===== src/sv/pip_ram.sv =====
// Generic single write port RAM with one registered read port.
module pip_ram #(
  parameter int WIDTH = 8,
  parameter int DEPTH = 16
) (
  input  logic                     clk_i,
  input  logic                     we_i,
  input  logic [$clog2(DEPTH)-1:0] waddr_i,
  input  logic [WIDTH-1:0]         wdata_i,
  input  logic                     re_i,
  input  logic [$clog2(DEPTH)-1:0] raddr_i,
  output logic [WIDTH-1:0]         rdata_o
);
  logic [WIDTH-1:0] mem_q [DEPTH];
  logic [WIDTH-1:0] rdata_q;

  always_ff @(posedge clk_i) begin
    if (we_i) begin
      mem_q[waddr_i] <= wdata_i;
    end
    if (re_i) begin
      rdata_q <= mem_q[raddr_i];
    end
  end

  assign rdata_o = rdata_q;
endmodule


===== config.mk =====
export PLATFORM = sky130hd
export DESIGN_NAME = pip_ram
export DESIGN_NICKNAME = d
export VERILOG_FILES = /design/src/sv/pip_ram.sv
export SDC_FILE = /design/constraint.sdc
export NUM_CORES = 1
export LEC_CHECK = 0
export BUFFER_PORTS_ARGS = -buffer_cell sky130_fd_sc_hd__buf_4
export CELL_PAD_IN_SITES_DETAIL_PLACEMENT = 1
export CELL_PAD_IN_SITES_GLOBAL_PLACEMENT = 1
export CORE_ASPECT_RATIO = 1.75
export CORE_MARGIN = 5
export CORE_UTILIZATION = 53
export DETAILED_ROUTE_END_ITERATION = 6
export PLACE_DENSITY_LB_ADDON = 0.1
export SYNTH_ARGS = -nofsm -noshare
export SYNTH_HDL_FRONTEND = slang
export SYNTH_SLANG_ARGS = --single-unit

===== constraint.sdc =====
create_clock -name clk_i -period 2 [get_ports clk_i]
set_input_delay 0 -clock clk_i [delete_from_list [all_inputs] [get_ports clk_i]]
set_output_delay 0 -clock clk_i [all_outputs]
set_load 0.1 [all_outputs]

# Word-level counts from Yosys, hierarchy flattened
# Memories as Yosys holds them, arrays and structs flattened. A register that Yosys moved wholly into a read port is not among the register bits.
# Cells that the tools add are included.
# totals
inputBits,19
register_bits,0
mem_bits_rw,128
mem_count,1
# op_classes
muxes,2
# mem_list
memory,depth,width,rd,rd_ports_with_merged_regs,write_ports,line_no,rtl
mem_q,16,8,1,1,1,14,logic [WIDTH-1:0] mem_q [DEPTH];
# ops
op,count
two-way mux 1 bit,2

# Logic depth before layout (Yosys ltp)
# logic_depth
ltp_word,2
mapped_depth,5

# Worst setup path before layout
# Ideal clock, no wire load.
# synth_timing
path_kind,input to register
from,in waddr_i[2]
to,"mem mem_q[0][0], enable pin"
path_stages,2
slack_ns,0.507
arrival_ns,1.110
setup_ns,0.383
path_buffers,0
path_cell_list,or3b_2 nor3_1
# synth_lines
element,line_no,rtl
from (decl),8,"input logic [$clog2(DEPTH)-1:0] waddr_i,"
to (decl),14,
# No word-level cell before the write port.

==> results.txt <==
The worst flop-to-flop path startpoint was mem_q[0][4]. The number of nets in the synthesized netlist is 248. Ranked by total cell area, the synthesized netlist is headed by edfxtp_1, mux4_2, mux4_1, a22oi_1, nor2_1.

The run gives 0.202 as the total routing usage reported by global routing. The worst setup path is captured at a flop. Data on the critical path is required at its endpoint by 2.15 ns. After floorplanning, the core was divided into 48 placement rows. Setup repair after global routing left no endpoint under its margin.

The run gives 0.693 as the tightest slew margin relative to the limit. The final-layout fill cell count came out at 777. Nature of the critical path startpoint: a flop. The share of cells above drive strength 1 came out at 0.312. The cell area that synthesis handed to floorplanning was 0.00523 sq mm. Most common cell after layout, fill and taps aside: edfxtp_1. After detailed routing, the average wire length per cell comes to 25.3 microns. The finished layout holds 433 standard cells, fillers aside.

The flow ran to the end, and the final reports show no timing, DRC or antenna violations. Entering global routing, the biggest net connects 33 pins. The cell taking the most area after synthesis was edfxtp_1. The maximum net fanout on the critical path is 1, and the first-pass GRT wire length is 17000 microns. Number of antenna violations at the first check in global routing: 0.

The tools report the post-route clock skew as 0.00993 ns. After synthesis, the netlist uses 18 different library cells. Number of global-route vias before repair: 2809. TritonCTS built the clock tree.

The path category of the worst min-delay check is in -> reg. Registers take 0.00408 sq mm. Gates resized during post-CTS repair numbered 0.

The flop and latch count out of synthesis came out at 136. The shortest period the worst path allows is 1.53 ns. Number of vias in the routed layout: 2542.

The tools report the number of violations reported at the end of detailed-routing iteration 0 as 155. Setup violations remaining at the end of the flow were counted as 0. The portion of the clock cycle consumed by the worst path in the final layout is 0.765, and the number of antenna cells inserted is 0. The synthesized instance count is 229, and the worst-case reg-to-reg path depth is 3.

In this run the register-to-register setup slack is 0.47 ns. Including well taps, the total number of placed cells is 392. The total wire length after detailed routing was 10900 microns. The largest vdd supply drop came out at 0.775 mV. The region available for standard cell placement spans 0.00979 sq mm. For the I/O pin count, the log shows 27.

The average cell area after synthesis was 22.8 sq um; the data arrival time at the worst-slack endpoint was 1.68 ns. The total overflow left after global routing is 0. The startpoint of the worst hold path is waddr_i[0]. The total clock sinks was 136; the net count of the finished layout was 314.

The capture point of the worst reg-to-reg path was rdata_o[4]. The root buffer cell chosen for the clock tree is clkbuf_16. The number of vias per cell after detailed routing is 5.87, and the sum of negative setup slack is 0 ns. The sequential area share after synthesis is 0.781. Final hold analysis gives a worst-case slack of 0.103 ns.

Power density of the placed cells: 1090 mW/mm^2. The number of buffers added on ports was 26. The clock tree synthesis step divided the H-tree into 4 levels. At the later pin of the worst-skew pair, clock insertion delay measures 0.41 ns. Counting the buffers created by CTS gives 17.

At the pin with the least slew margin, the transition time is 0.461 ns. For the final number of hold-violating endpoints, the log shows 0. For the number of hold-repair buffers added at the cts stage, the log shows 9. Across the run, the number of max-cap violations was 0. After clock tree synthesis, the clock-pin slew on the worst setup and hold paths is 0.05 ns.

Summed over all nets, the half-perimeter wirelength after detailed placement is 7160 microns. Summing all multi-input logic gate instances after layout gives 0.00106 sq mm. The analysis attributes to cell leakage a power of 2.19 nW. Timing would allow up to 0.654 GHz. The logs give 0 for the number of max-slew violations in the final report and 0 for the number of buffers inserted to repair setup after CTS. The growth of design area from synthesis to finish is 22.1%. The run gives 2 as the maximum root-to-sink buffer count.

In the layout the commonest cells are edfxtp_1, buf_4, mux4_2, clkbuf_16, a22oi_1. Die extent in y: 141 microns. The worst hold path passes through 3 cells.

The proportion of netlist area held by the largest area contributor was 0.781. The worst setup path is of the reg -> reg kind. The die is 85.1 microns wide. At the end of routability-driven placement, the weighted congestion stood at 0.739. For this run, design rule violations remaining after detail routing come to 0. The path with the worst hold slack has its endpoint at mem_q[4][6]. The count of TritonRoute iterations in the first routing pass was 5. Once detail routing completed, the nets flagged for antenna violations numbered 0. The floorplan step defined a die boundary enclosing 0.0120 sq mm. The tools report the initial standard-cell utilization of the core as 0.534. Yosys printed 0 warnings.
## worst max path at each step
| stage | startpoint | slack, ns | endpoint |
|---|---|---|---|
| 3_5_place_dp | raddr_i[0] | 0.26 | rdata_o[3] |
| 3_3_place_gp | raddr_i[0] | 0.29 | rdata_o[5] |
| 5_1_grt | mem_q[1][3] | 0.41 | rdata_o[3] |
| 4_1_cts | mem_q[1][2] | 0.46 | rdata_o[2] |
| 6_report | mem_q[0][4] | 0.47 | rdata_o[4] |
| 2_1_floorplan | waddr_i[2] | 0.51 | mem_q[0][0] |
## cells in the mapped netlist, drive strengths merged
library cell	instances
a22oi	16
and2	1
and2b	1
buf	7
clkdlybuf4s25	3
edfxtp	136
mux4	32
nand2	9
nand2b	2
nand3	1
nand3b	2
nor2	13
nor2b	1
nor3	4
or3b	1
## kinds of logic (layout without fill, tap and decap cells)
| logic type | count (synthesis) | in the layout | synth area share |
|---|---|---|---|
| flops | 136 | 136 | 0.781 |
| mux | 32 | 32 | 0.148 |
| compound gates | 16 | 16 | 0.0230 |
| simple gates | 35 | 35 | 0.0314 |
| buf+inv | 10 | 89 | 0.0165 |
## critical path: stages, from the launching register on
cell,delay [ns]
edfxtp_1,0.37
mux4_2,0.48
a22oi_1,0.33
nand2_1,0.09
## cell type report
cell class                      instances  area share
Clock buffer                           18      0.0672
Clock inverter                         14      0.0322
Multi-Input combinational cell         83       0.166
Sequential cell                       136       0.640
Tap cell                              125      0.0245
Timing Repair Buffer                   57      0.0706
## metal layers
layer | wire length (microns) | GRT usage | up-vias
met3 | 479 | 0.0552 | 15
li1 | - | - | 1112
met5 | 0 | 0 | -
met4 | 127 | 0.0792 | 0
met2 | 6120 | 0.344 | 85
met1 | 4210 | 0.242 | 1330
## sequential cells by signal (all words and copies together) (netlist names)
| signal | cells |
|---|---|
| mem_q | 128 |
| rdata_o | 8 |
## per-stage QoR
step / power (W) / area, sq um / utilization / worst slack [ns]
floorplan: 0.00355 / 5230 / - / 0.507
finish: 0.00697 / 6380 / 0.652 / 0.470
global placement: 0.00369 / 5660 / 0.578 / 0.292
global route: 0.00722 / 6380 / 0.652 / 0.413
CTS: 0.00704 / 6380 / 0.652 / 0.459
detailed placement: 0.00371 / 5660 / 0.578 / 0.259
## report_power, final
part           leakage, nW  switching, W  internal (W)
clock network        0.305       0.00111       0.00220
registers             1.24     0.0000160       0.00321
logic                0.649      0.000275      0.000154
total                 2.19       0.00140       0.00556
No activity file was read; power rests on OpenSTA's default activity.
