[src/sv/pip_pkg.sv]
// Package: constants, types and helpers of the point-in-polygon tester.
package pip_pkg;

  localparam int MAX_VERTICES = 64;
  localparam int ADDR_W       = $clog2(MAX_VERTICES);
  localparam int CNT_W        = $clog2(MAX_VERTICES + 1);
  localparam int VIDX_W       = 6;
  localparam int COORD_W      = 24;
  localparam int DIFF_W       = COORD_W + 1;
  localparam int PROD_W       = 2 * DIFF_W;
  localparam int DET_W        = PROD_W + 2;
  localparam int VCNT_W       = 7;
  localparam int TOL_W        = 16;
  localparam int CFG_IDX_W    = 1;
  localparam int CFG_DATA_W   = 16;
  localparam int QUEUE_DEPTH  = 2;

  localparam logic [CFG_IDX_W-1:0] CFG_VERTEX_COUNT = 1'b0;
  localparam logic [CFG_IDX_W-1:0] CFG_TOLERANCE    = 1'b1;

  localparam logic ACT_VERTEX = 1'b0;
  localparam logic ACT_QUERY  = 1'b1;

  localparam logic [VCNT_W-1:0]         VCNT_RESET = '0;
  localparam logic [TOL_W-1:0]          TOL_RESET  = 16'd66;
  // 10000.0 in Q15.8
  localparam logic signed [COORD_W-1:0] RAY_TOP_Y  = 24'sd2560000;

  typedef struct packed {
    logic signed [COORD_W-1:0] x;
    logic signed [COORD_W-1:0] y;
  } point_t;

  localparam int POINT_W = $bits(point_t);

  typedef struct packed {
    logic busy;
  } back_status_t;

  function automatic logic signed [DIFF_W-1:0] sub_c(
    input logic signed [COORD_W-1:0] a,
    input logic signed [COORD_W-1:0] b
  );
    logic signed [DIFF_W-1:0] ae;
    logic signed [DIFF_W-1:0] be;
    ae = {a[COORD_W-1], a};
    be = {b[COORD_W-1], b};
    return ae - be;
  endfunction

endpackage

[src/sv/pip_fifo.sv]
// Short query queue between front and back.
module pip_fifo (
  input  logic            clk_i,
  input  logic            rst_ni,
  input  logic            push_i,
  input  pip_pkg::point_t push_data_i,
  output logic            full_o,
  input  logic            pop_i,
  output pip_pkg::point_t pop_data_o,
  output logic            empty_o
);
  localparam int PTR_W = $clog2(pip_pkg::QUEUE_DEPTH);
  localparam int QCNT_W = $clog2(pip_pkg::QUEUE_DEPTH + 1);

  pip_pkg::point_t    mem_q [pip_pkg::QUEUE_DEPTH];
  logic [PTR_W-1:0]   wptr_q, wptr_d, rptr_q, rptr_d;
  logic [QCNT_W-1:0]  cnt_q, cnt_d;

  assign full_o     = (cnt_q == QCNT_W'(pip_pkg::QUEUE_DEPTH));
  assign empty_o    = (cnt_q == '0);
  assign pop_data_o = mem_q[rptr_q];

  always_comb begin
    wptr_d = wptr_q;
    rptr_d = rptr_q;
    cnt_d  = cnt_q;
    if (push_i) begin
      wptr_d = (wptr_q == PTR_W'(pip_pkg::QUEUE_DEPTH - 1)) ? '0 : wptr_q + 1'b1;
    end
    if (pop_i) begin
      rptr_d = (rptr_q == PTR_W'(pip_pkg::QUEUE_DEPTH - 1)) ? '0 : rptr_q + 1'b1;
    end
    if (push_i && !pop_i) begin
      cnt_d = cnt_q + 1'b1;
    end else if (pop_i && !push_i) begin
      cnt_d = cnt_q - 1'b1;
    end
  end

  always_ff @(posedge clk_i or negedge rst_ni) begin
    if (!rst_ni) begin
      wptr_q <= '0;
      rptr_q <= '0;
      cnt_q  <= '0;
    end else begin
      wptr_q <= wptr_d;
      rptr_q <= rptr_d;
      cnt_q  <= cnt_d;
    end
  end

  always_ff @(posedge clk_i) begin
    if (push_i) begin
      mem_q[wptr_q] <= push_data_i;
    end
  end
endmodule

[config.mk]
export PLATFORM = sky130hd
export DESIGN_NAME = pip_fifo
export DESIGN_NICKNAME = d
export VERILOG_FILES = /design/src/sv/pip_pkg.sv /design/src/sv/pip_fifo.sv
export SDC_FILE = /design/constraint.sdc
export NUM_CORES = 1
export LEC_CHECK = 0
export ABC_AREA = 1
export BUFFER_PORTS_ARGS = -buffer_cell sky130_fd_sc_hd__buf_4
export CAP_MARGIN = 20
export CORE_ASPECT_RATIO = 1.5
export CORE_MARGIN = 2
export CORE_UTILIZATION = 31
export CTS_BUF_LIST = sky130_fd_sc_hd__clkbuf_4 sky130_fd_sc_hd__clkbuf_8
export CTS_CLUSTER_SIZE = 24
export DETAILED_ROUTE_END_ITERATION = 10
export GPL_TIMING_DRIVEN = 0
export PLACE_DENSITY = 0.62
export REMOVE_ABC_BUFFERS = 1
export SLEW_MARGIN = 40
export SYNTH_ARGS = -nofsm -noshare
export SYNTH_HDL_FRONTEND = slang
export SYNTH_SLANG_ARGS = --single-unit
[constraint.sdc]
create_clock -name clk_i -period 3.5 [get_ports clk_i]
set_input_delay 0.35 -clock clk_i [delete_from_list [all_inputs] [get_ports clk_i]]
set_output_delay 0.35 -clock clk_i [all_outputs]
set_load 0.02 [all_outputs]
; After elaboration in Yosys (flattened, before gate mapping)
; Memories as Yosys holds them, arrays and structs flattened.
; Index checks and enable logic that the tools add are counted.
[word_totals]
reg_bits = 4
mem_bits_rw = 96
in_bits = 52
out_inout_bits = 50
elab_cells = 21
memories = 1
[mem_list]
columns = memory, words, width, read_ports, rd_clocked_by_memory_dff, wr, line_no
row1 = mem_q, 2, 48, 1, 0, 1, pip_fifo.sv:15  ; pip_pkg::point_t mem_q [pip_pkg::QUEUE_DEPTH];
[classes]
addsub = 4
n_eq_ne = 1
muxes = 6
n_reduce_logical = 6
[op_table]
columns = cell, count
row1 = 1-bit 2-to-1 mux, 4
row2 = 2-bit 2-to-1 mux, 2
row3 = "1-bit adder, second input constant", 2
row4 = "2-bit by 1-bit adder with 2-bit output, second input constant", 1
row5 = "2-bit == test, second input constant", 1
row6 = 1-bit logical AND, 2
row7 = 1-bit zero test, 2
row8 = 2-bit zero test, 1
row9 = 2-bit nonzero test, 1
row10 = "2-bit by 1-bit subtractor with 2-bit output, second input constant", 1

; Logic depth before layout (Yosys ltp)
[logic_depth]
depth_word = 4
mapped_depth = 7

; Least setup slack after synthesis
; Ideal clock, no wire load.
[synth_timing]
path_kind = flip-flop to flip-flop
start = register wptr_q
end = memory mem_q[0][0] (netlist name), enable pin
setup_time_ns = 0.455
t_arrival_ns = 2.426
required_time_ns = 3.045
path_slack_ns = 0.619
path_stages_with_launch = 2
cell_sequence = dfrtp_1 > nor2_1
[synth_rtl]
columns = item, line_no
row1 = start: declaration, pip_fifo.sv:16  ; logic [PTR_W-1:0] wptr_q, wptr_d, rptr_q, rptr_d;
row2 = start signal: assignment, pip_fifo.sv:46  ; wptr_q <= wptr_d;
row3 = end: declaration, pip_fifo.sv:15
; Straight into the memory's write port.

==> flow_summary.ini <==
[routing]
vias = 1906
drt-wirelength-per-cell_um = 15.0
drc = 0
postRouteAntennaNets = 0
via_per_inst = 4.28
drtIter0Drc = 64
wl_um = 6680
firstDrtPassIters = 4

[power]
swShare = 0.320
power_leakage_uw = 0.00188
pwr-share-comb = 0.384
ir_drop_mv = 0.359
power_density_mw_per_mm2 = 769
p_int_uw = 2580
pwr-share-seq = 0.449
p_switching_uw = 1210
clockPowerShare = 0.167

[sta]
clock_skew_ps = 5.89
rsz0062_at_grt = false
tightestPinTransition_ps = 446
min_period_over_period = 0.607
finalSetupViolCount = 0
fin_setup_tns_ps = 0
hold_viol = 0
slew_headroom = 0.702
fmax_ghz = 0.471
drv_slew = 0
fin_crit_ps = 2120

[die]
die_w_um = 93.4
io-pin-count = 102
coreArea_sq_mm = 0.0118
start_util = 0.314
fp.dieArea_sq_mm = 0.0129
rows = 49
die_h_um = 138

[worst_setup_path]
slowest_delay_ps = 620
path_cells = buf_12 -> mux2_2 -> buf_4
cp.required_ps = 3150
slowest_stage = dfrtp_4
critical_path_peak_fanout = 32
cp-end-kind = output pin
cp.arrival_ps = 1770
crit_type = reg2out
cp-start-kind = flop

[cts]
clock_tree.root_cell = clkbuf_8
clkTransAtPathRegs_ps = 80
cts_max_level = 3
cts.sinks = 100
clockBufferDepth = 2
cts_made_buffers = 9
clkLatencyLatePin_ps = 350
cts_tree = yes

[grt]
antenna_found_initial = 0
globalRouteMet3Util = 0.0278
grt_pass1_wl_um = 10400
grt_max_degree = 33
use_met1 = 0.115
grt.total_usage = 0.108
overflow = 0
grt_use_met2 = 0.192
grt-busiest-layer = met2
grt_pass1_vias = 2024

[yosys]
syn-instance-count = 174
ys_seq_elements = 100
mappedNetlistArea_sq_mm = 0.00372
ys_types = 15
ys_seq_area_frac = 0.803
avgSynthCellArea_sq_um = 21.4
ys_warn_count = 0

[layout]
antennaDiodeCount = 0
syn_to_final_growth_pct = 32.7
layout.cells.non_filler = 445
seqCellArea_sq_mm = 0.00299
layout-drive-gt1-share = 0.586
multi_input_area_sq_um = 666
fillers = 1082
num-nets-final = 340

[placement]
dp.cells = 428
hpwl_um = 4670
port_buffers = 101
gp_routability_congestion = 0.637

[job]
maxCapViolCount = 0

[hold_path]
holdCritPathClass = in2reg

[outcome]
status = finished clean
Yosys cell counts:
cell / instances / area share
buf_6: 1 / 0.0030
buf_4: 3 / 0.0061
buf_8: 1 / 0.0040
xnor2_1: 1 / 0.0024
ha_1: 1 / 0.0034
nand4_1: 1 / 0.0017
mux2_2: 38 / 0.12
nand3_1: 1 / 0.0013
edfxtp_1: 96 / 0.78
inv_1: 7 / 0.0071
xor2_1: 2 / 0.0047
dfrtp_1: 4 / 0.027
mux2_4: 10 / 0.040
nor2_1: 3 / 0.0030
nand2_1: 5 / 0.0051
power by group through the flow:
stage / registers [uW] / logic (uW) / clock network, uW
finish: 1700 / 1460 / 635
CTS: 1710 / 1490 / 670
floorplan: 1750 / 802 / 0
global placement: 1820 / 1320 / 0
global route: 1740 / 1550 / 714
detailed placement: 1740 / 1480 / 0
cell usage in the layout (no fill, tap or decap), types with 2 or more instances in the layout:
cell	count
clkbuf_8	9
xor2_1	2
edfxtp_1	96
buf_16	3
mux2_4	10
clkinv_1	2
inv_1	6
mux2_2	38
nor2_1	2
clkbuf_4	2
dfrtp_1	3
nand2_1	5
buf_4	101
buf_12	2
state kept, by name, summed over array words and instances (netlist names):
register  flops
mem_q        96
rptr_q        1
wptr_q        1
cnt_q         2
logic make-up after synthesis:
logic type | Yosys count | share of synthesized area
xor gates and xnor gates | 3 | 0.00707
DFF | 100 | 0.803
muxes | 48 | 0.156
and+or+nand+nor | 10 | 0.0111
buffers and inverters | 12 | 0.0202
adders and majority gates | 1 | 0.00337
area by class of cell:
cell class | count | area share
tap | 153 | 0.0388
timing repair buffer | 107 | 0.181
clock inverter | 5 | 0.00584
inverter | 7 | 0.00584
sequential | 100 | 0.606
multi-input combinational | 62 | 0.135
clock buffer | 11 | 0.0282
repair_timing:
action | in CTS | in global routing
setup endpoints to repair | 0 | 0
hold endpoints to repair | 4 | 0
hold buffers | 1 | 0
buffers inserted | 0 | 0
resized for setup | 0 | 0
worst max-delay path, delay by kind of cell, from the launching register on:
family / cells / cell delay, ps
mux: 1 / 370
flops: 1 / 620
buf+inv: 2 / 420
per-layer routing:
metal | part of all wire | vias to the layer above
met2 | 0.57 | 50
li1 | - | 893
met1 | 0.36 | 952
met5 | 0 | -
met3 | 0.044 | 11
met4 | 0.024 | 0
path summary, 6_finish.rpt:
path	cells past startpoint	start	slack [ps]	endpoint
worst max-delay path	3	rptr_q	1380	pop_data_o[32]
worst min-delay path	2	pop_i	170	rptr_q
worst max register to register	3	wptr_q	2030	mem_q[0][36]
worst min register to register	2	cnt_q[1]	550	cnt_q[1]
max in group asynchronous	2	rst_ni	3060	rptr_q
min in group asynchronous	2	rst_ni	330	rptr_q
metrics by stage:
stage	setup WS, ps	area (sq um)	hold WS (ps)	util	power, uW
4_1_cts	1300	4930	148	0.417	3870
3_5_place_dp	1710	4750	152	0.402	3220
3_3_place_gp	-845	4620	148	0.390	3140
2_1_floorplan	619	3670	54.4	-	2550
6_report	1380	4930	172	0.417	3790
5_1_grt	1250	4930	147	0.417	4000
(Power assumes the default switching activity.)
